File: src/design/dtq_pkg.sv
// dtq_pkg: types, constants and controller/datapath command structs
// for the deadline timer queue; no dependencies
`default_nettype none
package dtq_pkg;

  localparam int NumTimers  = 16;
  localparam int MaxResults = 16;
  localparam int SlotW      = $clog2(NumTimers);
  localparam int CntW       = $clog2(MaxResults + 1);

  localparam logic [1:0] REQ_ADD    = 2'd0;
  localparam logic [1:0] REQ_REMOVE = 2'd1;
  localparam logic [1:0] REQ_CHECK  = 2'd2;

  localparam logic [2:0] RES_ADDED    = 3'd0;
  localparam logic [2:0] RES_REMOVED  = 3'd1;
  localparam logic [2:0] RES_NOTFOUND = 3'd2;
  localparam logic [2:0] RES_FULL     = 3'd3;
  localparam logic [2:0] RES_FIRED    = 3'd4;
  localparam logic [2:0] RES_NONE     = 3'd5;

  localparam logic [47:0] DeadlineMax = 48'hFFFF_FFFF_FFFF;

  typedef struct packed {
    logic [1:0]  req_type;
    logic [47:0] deadline;
    logic [31:0] period;
    logic [15:0] event_tag;
    logic [31:0] timer_id;
    logic [47:0] now_time;
  } req_t;

  typedef struct packed {
    logic [2:0]  result_kind;
    logic [31:0] out_id;
    logic [15:0] out_tag;
    logic        last_result;
    logic        next_valid;
    logic [47:0] next_deadline;
  } res_t;

  // controller -> datapath
  typedef struct packed {
    logic load_req;    // latch request
    logic scan_start;  // reset scan pointer and best
    logic scan_step;   // examine one slot
    logic do_add;
    logic do_remove;
    logic do_fire;     // fire best pick
    logic mark_due;    // first scan: snapshot due set
  } dtq_cmd_t;

  // datapath -> controller
  typedef struct packed {
    logic scan_done;
    logic have_free;
    logic found;
    logic have_pick;
    logic [1:0] req_type;
  } dtq_sts_t;

endpackage
`default_nettype wire

File: src/design/deadline_timer_queue.sv
// deadline_timer_queue: top level, joins dtq_ctrl and dtq_datapath
// depends on dtq_pkg
//
// Requests (add, remove, check) arrive on in_valid_i/in_stall_o as req_t;
// results leave on out_valid_o/out_stall_i as res_t. An item is taken at a
// clock edge with valid high and stall low.
// One request is worked at a time; in_stall_o is high from acceptance until
// its last result has been loaded into the output register.
// Each pass over the table visits one slot per cycle. An add or remove does
// a scan, an update, a minimum scan and an output step. A check does a
// due-set scan, then per fired timer an update, a pick/minimum scan and an
// output step.
// A check fires at most MaxResults timers; last_result marks the final one.
// A stalled receiver holds the output register and the sequencer waits.
// Reset clears all slot valid bits and the id counter; no clearing pass.
// A request type of 3 gives no result and changes nothing.
`default_nettype none
module deadline_timer_queue (
  input  wire logic          clk_i,
  input  wire logic          rst_ni,
  input  wire logic          in_valid_i,
  output logic               in_stall_o,
  input  wire dtq_pkg::req_t in_data_i,
  output logic               out_valid_o,
  input  wire logic          out_stall_i,
  output dtq_pkg::res_t      out_data_o
);
  import dtq_pkg::*;

  dtq_cmd_t    cmd;
  dtq_sts_t    sts;
  logic [31:0] fire_id, new_id;
  logic [15:0] fire_tag;
  logic        min_valid;
  logic [47:0] min_deadline;

  dtq_datapath u_dp (
    .clk_i, .rst_ni,
    .req_i(in_data_i), .cmd_i(cmd), .sts_o(sts),
    .fire_id_o(fire_id), .fire_tag_o(fire_tag), .new_id_o(new_id),
    .min_valid_o(min_valid), .min_deadline_o(min_deadline)
  );

  dtq_ctrl u_ctrl (
    .clk_i, .rst_ni,
    .in_valid_i, .in_stall_o,
    .out_valid_o, .out_stall_i, .out_data_o,
    .cmd_o(cmd), .sts_i(sts),
    .fire_id_i(fire_id), .fire_tag_i(fire_tag), .new_id_i(new_id),
    .min_valid_i(min_valid), .min_deadline_i(min_deadline)
  );

endmodule
`default_nettype wire

File: src/design/dtq_datapath.sv
// dtq_datapath: timer table registers, sequential slot scanner
// (min deadline, free slot, id match, next due pick); uses dtq_pkg
`default_nettype none
module dtq_datapath (
  input  wire logic              clk_i,
  input  wire logic              rst_ni,
  input  wire dtq_pkg::req_t     req_i,
  input  wire dtq_pkg::dtq_cmd_t cmd_i,
  output dtq_pkg::dtq_sts_t      sts_o,
  output logic [31:0]            fire_id_o,
  output logic [15:0]            fire_tag_o,
  output logic [31:0]            new_id_o,
  output logic                   min_valid_o,
  output logic [47:0]            min_deadline_o
);
  import dtq_pkg::*;

  logic [NumTimers-1:0] valid_q, valid_d, due_q, due_d;
  logic [31:0] id_q   [NumTimers];
  logic [47:0] dl_q   [NumTimers];
  logic [31:0] per_q  [NumTimers];
  logic [15:0] tag_q  [NumTimers];
  logic [31:0] ctr_q;
  req_t        req_q;

  logic [SlotW:0]   ptr_q;
  logic             free_ok_q, found_q, pick_ok_q, min_ok_q;
  logic [SlotW-1:0] free_q, match_q, pick_q;
  logic [47:0]      min_q;

  logic [SlotW-1:0] idx;
  logic             due_now, better;
  logic [48:0]      nd;

  assign idx     = ptr_q[SlotW-1:0];
  assign due_now = valid_q[idx] && (dl_q[idx] <= req_q.now_time);
  assign better  = !pick_ok_q || (dl_q[idx] < dl_q[pick_q]) ||
                   ((dl_q[idx] == dl_q[pick_q]) && (id_q[idx] < id_q[pick_q]));
  assign nd      = {1'b0, req_q.now_time} + {17'd0, per_q[pick_q]};

  assign sts_o.scan_done = ptr_q == (SlotW+1)'(NumTimers);
  assign sts_o.have_free = free_ok_q;
  assign sts_o.found     = found_q;
  assign sts_o.have_pick = pick_ok_q;
  assign sts_o.req_type  = req_q.req_type;
  assign fire_id_o       = id_q[pick_q];
  assign fire_tag_o      = tag_q[pick_q];
  assign new_id_o        = ctr_q;
  assign min_valid_o     = min_ok_q;
  assign min_deadline_o  = min_ok_q ? min_q : 48'd0;

  always_comb begin
    valid_d = valid_q;
    due_d   = due_q;
    if (cmd_i.do_add) valid_d[free_q] = 1'b1;
    if (cmd_i.do_remove && found_q) valid_d[match_q] = 1'b0;
    if (cmd_i.do_fire) begin
      due_d[pick_q] = 1'b0;
      if (per_q[pick_q] == 32'd0) valid_d[pick_q] = 1'b0;
    end
    if (cmd_i.scan_step && cmd_i.mark_due) due_d[idx] = due_now;
  end

  always_ff @(posedge clk_i or negedge rst_ni) begin
    if (!rst_ni) begin
      valid_q <= '0;
      due_q   <= '0;
      ctr_q   <= '0;
      ptr_q   <= '0;
      free_ok_q <= 1'b0;
      found_q   <= 1'b0;
      pick_ok_q <= 1'b0;
      min_ok_q  <= 1'b0;
      free_q    <= '0;
      match_q   <= '0;
      pick_q    <= '0;
      min_q     <= '0;
    end else begin
      valid_q <= valid_d;
      due_q   <= due_d;
      if (cmd_i.do_add) ctr_q <= ctr_q + 32'd1;
      if (cmd_i.scan_start) begin
        ptr_q     <= '0;
        free_ok_q <= 1'b0;
        found_q   <= 1'b0;
        pick_ok_q <= 1'b0;
        min_ok_q  <= 1'b0;
      end else if (cmd_i.scan_step && !sts_o.scan_done) begin
        ptr_q <= ptr_q + 1'b1;
        if (valid_q[idx] && (!min_ok_q || dl_q[idx] < min_q)) begin
          min_ok_q <= 1'b1;
          min_q    <= dl_q[idx];
        end
        if (!valid_q[idx] && !free_ok_q) begin
          free_ok_q <= 1'b1;
          free_q    <= idx;
        end
        if (valid_q[idx] && !found_q && id_q[idx] == req_q.timer_id) begin
          found_q <= 1'b1;
          match_q <= idx;
        end
        // ties on deadline go to the lower id; a full tie keeps the lower slot
        if ((cmd_i.mark_due ? due_now : (due_q[idx] && valid_q[idx])) && better) begin
          pick_ok_q <= 1'b1;
          pick_q    <= idx;
        end
      end
    end
  end

  always_ff @(posedge clk_i) begin
    if (cmd_i.load_req) req_q <= req_i;
    if (cmd_i.do_add) begin
      id_q[free_q]  <= ctr_q + 32'd1;
      dl_q[free_q]  <= req_q.deadline;
      per_q[free_q] <= req_q.period;
      tag_q[free_q] <= req_q.event_tag;
    end
    if (cmd_i.do_fire && per_q[pick_q] != 32'd0)
      dl_q[pick_q] <= nd[48] ? DeadlineMax : nd[47:0];
  end

endmodule
`default_nettype wire

File: src/design/dtq_ctrl.sv
// dtq_ctrl: request sequencer and output register for the timer queue;
// drives dtq_datapath through dtq_cmd_t, uses dtq_pkg
`default_nettype none
module dtq_ctrl (
  input  wire logic              clk_i,
  input  wire logic              rst_ni,
  input  wire logic              in_valid_i,
  output logic                   in_stall_o,
  output logic                   out_valid_o,
  input  wire logic              out_stall_i,
  output dtq_pkg::res_t          out_data_o,
  output dtq_pkg::dtq_cmd_t      cmd_o,
  input  wire dtq_pkg::dtq_sts_t sts_i,
  input  wire logic [31:0]       fire_id_i,
  input  wire logic [15:0]       fire_tag_i,
  input  wire logic [31:0]       new_id_i,
  input  wire logic              min_valid_i,
  input  wire logic [47:0]       min_deadline_i
);
  import dtq_pkg::*;

  localparam logic [2:0] S_IDLE = 3'd0;
  localparam logic [2:0] S_SCAN = 3'd1;  // find free/match/pick
  localparam logic [2:0] S_ACT  = 3'd2;  // update table
  localparam logic [2:0] S_MIN  = 3'd3;  // rescan for min deadline and next pick
  localparam logic [2:0] S_OUT  = 3'd4;  // hand result to output

  logic [2:0]    state_q, state_d;
  logic          first_q, first_d;    // first scan of a check
  logic [CntW-1:0] n_q, n_d;
  logic [2:0]    kind_q, kind_d;
  logic [31:0]   id_q, id_d;
  logic [15:0]   tag_q, tag_d;
  logic          last_q, last_d;
  logic          ov_q, ov_d;
  res_t          od_q, od_d;

  assign in_stall_o  = state_q != S_IDLE;
  assign out_valid_o = ov_q;
  assign out_data_o  = od_q;

  always_comb begin
    state_d = state_q;
    first_d = first_q;
    n_d = n_q; kind_d = kind_q; id_d = id_q; tag_d = tag_q; last_d = last_q;
    ov_d = ov_q && out_stall_i;
    od_d = od_q;
    cmd_o = '0;
    unique case (state_q)
      S_IDLE: begin
        if (in_valid_i) begin
          cmd_o.load_req   = 1'b1;
          cmd_o.scan_start = 1'b1;
          first_d = 1'b1;
          n_d     = '0;
          state_d = S_SCAN;
        end
      end
      S_SCAN: begin
        cmd_o.scan_step = 1'b1;
        cmd_o.mark_due  = first_q;
        if (sts_i.scan_done) begin
          cmd_o.scan_step = 1'b0;
          first_d = 1'b0;
          state_d = S_ACT;
        end
      end
      S_ACT: begin
        tag_d = 16'd0; id_d = 32'd0; last_d = 1'b1;
        state_d = S_MIN;
        priority case (sts_i.req_type)
          REQ_ADD: begin
            cmd_o.do_add = sts_i.have_free;
            kind_d = sts_i.have_free ? RES_ADDED : RES_FULL;
            id_d   = sts_i.have_free ? new_id_i + 32'd1 : 32'd0;
          end
          REQ_REMOVE: begin
            cmd_o.do_remove = 1'b1;
            kind_d = sts_i.found ? RES_REMOVED : RES_NOTFOUND;
          end
          REQ_CHECK: begin
            if (sts_i.have_pick && n_q < CntW'(MaxResults)) begin
              cmd_o.do_fire = 1'b1;
              kind_d = RES_FIRED;
              id_d   = fire_id_i;
              tag_d  = fire_tag_i;
              n_d    = n_q + 1'b1;
              last_d = 1'b0;
            end else if (n_q == '0) begin
              kind_d = RES_NONE;
            end else begin
              // previous fired item already sent; mark end is impossible
              // so each fire looks ahead below
              kind_d = RES_NONE;
            end
          end
          default: state_d = S_IDLE;  // unknown request, no result
        endcase
        cmd_o.scan_start = 1'b1;
      end
      S_MIN: begin
        cmd_o.scan_step = 1'b1;
        if (sts_i.scan_done) begin
          cmd_o.scan_step = 1'b0;
          // for a fire, pick of the next due timer and the fire count decide last
          if (kind_q == RES_FIRED)
            last_d = !sts_i.have_pick || n_q == CntW'(MaxResults);
          state_d = S_OUT;
        end
      end
      S_OUT: begin
        if (!ov_q || !out_stall_i) begin
          ov_d = 1'b1;
          od_d.result_kind   = kind_q;
          od_d.out_id        = id_q;
          od_d.out_tag       = tag_q;
          od_d.last_result   = last_q;
          od_d.next_valid    = min_valid_i;
          od_d.next_deadline = min_deadline_i;
          state_d = last_q ? S_IDLE : S_ACT;
        end
      end
      default: state_d = S_IDLE;
    endcase
  end

  always_ff @(posedge clk_i or negedge rst_ni) begin
    if (!rst_ni) begin
      state_q <= S_IDLE;
      first_q <= 1'b0;
      ov_q    <= 1'b0;
      n_q     <= '0;
    end else begin
      state_q <= state_d;
      first_q <= first_d;
      ov_q    <= ov_d;
      n_q     <= n_d;
    end
  end

  always_ff @(posedge clk_i) begin
    kind_q <= kind_d;
    id_q   <= id_d;
    tag_q  <= tag_d;
    last_q <= last_d;
    od_q   <= od_d;
  end

endmodule
`default_nettype wire
File: config.mk
export PLATFORM = sky130hd
export DESIGN_NAME = deadline_timer_queue
export DESIGN_NICKNAME = d
export VERILOG_FILES = /design/src/design/dtq_pkg.sv /design/src/design/deadline_timer_queue.sv /design/src/design/dtq_datapath.sv /design/src/design/dtq_ctrl.sv
export SDC_FILE = /design/constraint.sdc
export NUM_CORES = 2
export LEC_CHECK = 0
export BUFFER_PORTS_ARGS = -buffer_cell sky130_fd_sc_hd__clkbuf_2
export CORE_MARGIN = 2
export CORE_UTILIZATION = 59
export CTS_CLUSTER_DIAMETER = 60
export DETAILED_ROUTE_END_ITERATION = 10
export PLACE_DENSITY = 0.87
export RECOVER_POWER = 100
export SLEW_MARGIN = 20
export SYNTH_ARGS = -nofsm -noshare
export SYNTH_HDL_FRONTEND = slang
export SYNTH_SLANG_ARGS = --single-unit
File: constraint.sdc
create_clock -name clk_i -period 15.1 [get_ports clk_i]
set_clock_uncertainty 0.15 [all_clocks]
set_input_delay 2.265 -clock clk_i [delete_from_list [all_inputs] [get_ports clk_i]]
set_output_delay 2.265 -clock clk_i [all_outputs]
set_load 0.1 [all_outputs]
==> results.md <==
- Die area: 194000 sq um
- Hold Buf Count CTS: 0
- Vias: 67.2k
- Slew Limit Headroom: -363%
- P_leak: 0.0401 uW
- GRT Total Usage: 35.1%
- Vias per Instance: 7.57
- Worst slew pin tran: 6.91 ns
- Main area contributors after synthesis: edfxtp_1 (64%), mux4_2 (20%), dfrtp_1 (3.2%), ha_1 (2.4%), inv_1 (0.73%)
- Post-synth EDFFs: 2379
- Synthesized area per cell: 19.4 sq um
- Gates resized, CTS repair: 0
- Hold Crit Class: flop to flop
- Clk pwr share: 30.2%
- Routed WL: 340 mm
- Hold Vio Cnt, Final: 0
- Ys async rst share: 5.67%
- Crit path DAT: 12.90 ns
- Layout area overhead: 11.3%
- Setup TNS Final: 0 ns
- H-tree levels: 5
- Initial Utilization: 59.2%
- Peak Freq: 82.0 MHz
- Yosys warning count: 0
- Syn_nets: 6176
- CORE AREA: 190000 sq um
- Worst reg2reg path endpoint: u_dp.valid_q[0]$_DFF_PN0_
- IO Count: 285
- Synth unique cells: 85
- Synth top area share: 63.6%
- Setup CP Type: flop to flop
- Seq cells post-synth: 2522
- CTS tree: built
- Reg clk slew, reported paths: 0.06 ns
- Min Tclk post-route: 12.20 ns
- Max-slew violation count: 2177
- Die W: 440 um
- R2R Path Start: u_dp.sts_o[0]$_DFFE_PP_
- Combinational Power Share: 32.2%
- Clock latency on the worst-skew pair: 0.97 ns
- Post-synthesis cell count: 5776
- Failing checks: max-capacitance violations, max-slew violations
- First-pass GRT wire length: 481 mm
- Number of buffers created by CTS: 276
- RSZ-0062 raised after global routing: no
- Antenna-violating nets left: 0
- Maximum vdd drop: 193 uV
- Largest net degree at the start of global routing: 144
- Hold EP: u_ctrl.out_data_o[62]$_DFFE_PP_
- Tot Pwr: 22000 uW
- Remaining DRCs: 0
- Seq pwr share: 37.6%
- Worst Path Max Fanout: 51
- CTS root buf: clkbuf_16
- Final nets: 6562
- Vias in the first global route: 67.8k
- Pre-antenna DRT Iters: 10
- Grt total ovfl: 0
- Share of cells above drive strength 1: 26.4%
- Synth Cell Area: 112000 sq um
- WL per Instance: 38.3 um
- Die height: 440 um
- Seq/Total Area, Yosys: 66.8%
- Post-synth top flop: edfxtp_1
- Net Sw Frac: 32.6%
- Crit path launch type: flop
- # rows: 160
- Dpl hpwl: 189 mm
- Port bufs: 284
- Internal reg-to-reg setup slack: 2.90 ns
- Iteration-0 DRC Markers: 11.6k
- Outcome: complete, but fails checks
- NetSw: 7170 uW
- Hold Crit Depth: 0
- Nature of the critical path endpoint: flop
- Pwr per Cell Area: 176 nW/um^2
- Clk sink count: 2522
- Clock buffer depth: 4
- Yosys top cell by area: edfxtp_1
- Hold_sp: u_ctrl.tag_q[12]$_SDFFCE_PN0P_
- Post-CTS Setup Bufs: 0
- Reg2Reg Depth: 10
- Final setup fails: 0
- Period utilization: 80.8%
- Critical path data required time: 15.80 ns
- Pint: 14800 uW
- Initial antenna violation count: 16
- Final Wtd Congestion: 0.958
- Total of max-cap violations: 61
-- final cells by class --
cell class                 instances  area [sq um]
multi-input combinational       2725         35200
inverter                         220           832
sequential                      2522         75000
tap                             2511          3140
fill                           11500         64600
clock buffer                     335          7290
clock inverter                   143          1400
timing repair buffer             417          2100
antenna                            7          17.5
-- worst max-delay path by stage --
stage | startpoint | to | slack (ns) | cells after the start
finish | u_dp.sts_o[0]$_DFFE_PP_ | u_dp.valid_q[0]$_DFF_PN0_ | 2.90 | 10
global route | u_dp.sts_o[0]$_DFFE_PP_ | u_dp.valid_q[8]$_DFF_PN0_ | 3.23 | 10
CTS | u_dp.pick_q[1]$_DFFE_PN0P_ | u_dp.dl_q[0][4]$_DFFE_PP_ | 6.78 | 14
detailed placement | u_dp.pick_q[1]$_DFFE_PN0P_ | u_dp.dl_q[0][4]$_DFFE_PP_ | 6.86 | 14
global placement | u_dp.pick_q[1]$_DFFE_PN0P_ | u_dp.dl_q[0][4]$_DFFE_PP_ | 7.05 | 14
floorplan | u_ctrl.state_q[1]$_DFFE_PN0P_ | u_dp.dl_q[0][0]$_DFFE_PP_ | 4.53 | 10
-- kinds of logic after synthesis --
| kind of cell | Yosys count | synth area share (%) |
|---|---|---|
| xor+xnor | 131 | 1.03 |
| compound gates | 552 | 3.24 |
| mux | 1152 | 21.6 |
| flops | 2522 | 66.8 |
| fa+ha+maj | 218 | 2.44 |
| buf+inv | 529 | 1.97 |
| simple gates | 672 | 2.92 |
-- cells in the final DEF, fill, tap and decap left out, types with 40 or more instances in the layout --
cell | Yosys | layout
xnor2_1 | 87 | 87
a21oi_1 | 152 | 152
mux2_2 | 52 | 50
nor2_1 | 149 | 145
o21ai_0 | 104 | 106
clkbuf_2 | 0 | 131
mux2i_1 | 80 | 80
mux4_2 | 1002 | 1002
ha_1 | 217 | 217
xor2_1 | 43 | 43
clkbuf_16 | 0 | 281
nand4_1 | 40 | 40
clkbuf_1 | 155 | 267
nand3_1 | 80 | 80
clkinv_1 | 1 | 43
inv_1 | 218 | 216
buf_4 | 5 | 54
dfrtp_1 | 143 | 137
edfxtp_1 | 2379 | 2379
and2_0 | 2 | 56
clkinv_2 | 0 | 42
nand2_1 | 183 | 183
a21o_1 | 57 | 57
-- synth_stat cells (10+ instances only) --
library cell / instances
a31oi_1: 14
nor2_1: 149
xnor2_1: 87
dfrtp_1: 143
mux2_2: 52
edfxtp_1: 2379
nor4_1: 15
nor3_1: 38
ha_1: 217
a21o_1: 57
buf_1: 71
buf_2: 62
xor2_1: 43
clkbuf_1: 155
nand2b_1: 15
a22oi_1: 14
nor2b_1: 17
a21oi_1: 152
mux2i_1: 80
and2_1: 79
o31ai_1: 16
mux4_2: 1002
o211ai_1: 25
nand4_1: 40
nand2_1: 183
nand3_1: 80
o21ai_0: 104
o22ai_1: 25
inv_1: 218
buf_6: 14
a211oi_1: 14
and3_1: 21
a221oi_1: 10
-- sequential cells by signal, indices dropped and copies added, names as in the netlist, 5 cells and up --
register	cells
u_dp.dl_q	768
u_dp.id_q	512
u_dp.per_q	512
u_dp.tag_q	256
u_dp.req_q	176
u_ctrl.out_data_o	101
u_dp.min_q	48
u_ctrl.id_q	32
u_dp.new_id_o	32
u_ctrl.tag_q	16
u_dp.due_q	16
u_dp.valid_q	16
u_ctrl.n_q	5
u_dp.ptr_q	5
-- layer usage --
layer	wire length, um	part of all wire [%]	up-vias	track usage, %
met1	107000	31	33700	44.5
met2	155000	46	7001	52.9
met3	50200	15	1678	10.8
met4	27600	8.1	20	23.0
li1	-	-	24900	-
met5	172	0.051	-	0.223
-- power groups by stage --
stage | Sequential [uW] | Combinational, uW | Clock (uW)
global route | 8280 | 7380 | 6880
global placement | 8360 | 6510 | 0
detailed placement | 8370 | 6700 | 0
CTS | 8240 | 6860 | 6640
floorplan | 8160 | 4940 | 0
finish | 8270 | 7090 | 6630
-- worst max-delay path: stages (launching register included) --
cell and delay, ns:
edfxtp_1 0.53, inv_1 0.14, ha_1 0.16, clkbuf_1 2.15, nand3_1 1.39, or3_1 0.80
nor3_1 0.39, clkbuf_1 3.28, clkbuf_1 2.50, o32ai_1 0.33, a21oi_1 0.24
-- stage by stage --
step	hold slack [ns]	setup WS, ns	instance area [sq um]	instances	util [%]
final	0.254	2.90	125000	8880	65.9
after global routing	0.256	3.23	125000	8874	65.9
after CTS	0.244	6.78	126000	8872	66.3
after detailed placement	0.255	6.86	117000	8394	61.7
after global placement	0.252	7.05	117000	8394	61.7
after floorplan	0.250	4.53	112000	5776	-
Power figures use the tool's default switching activity.
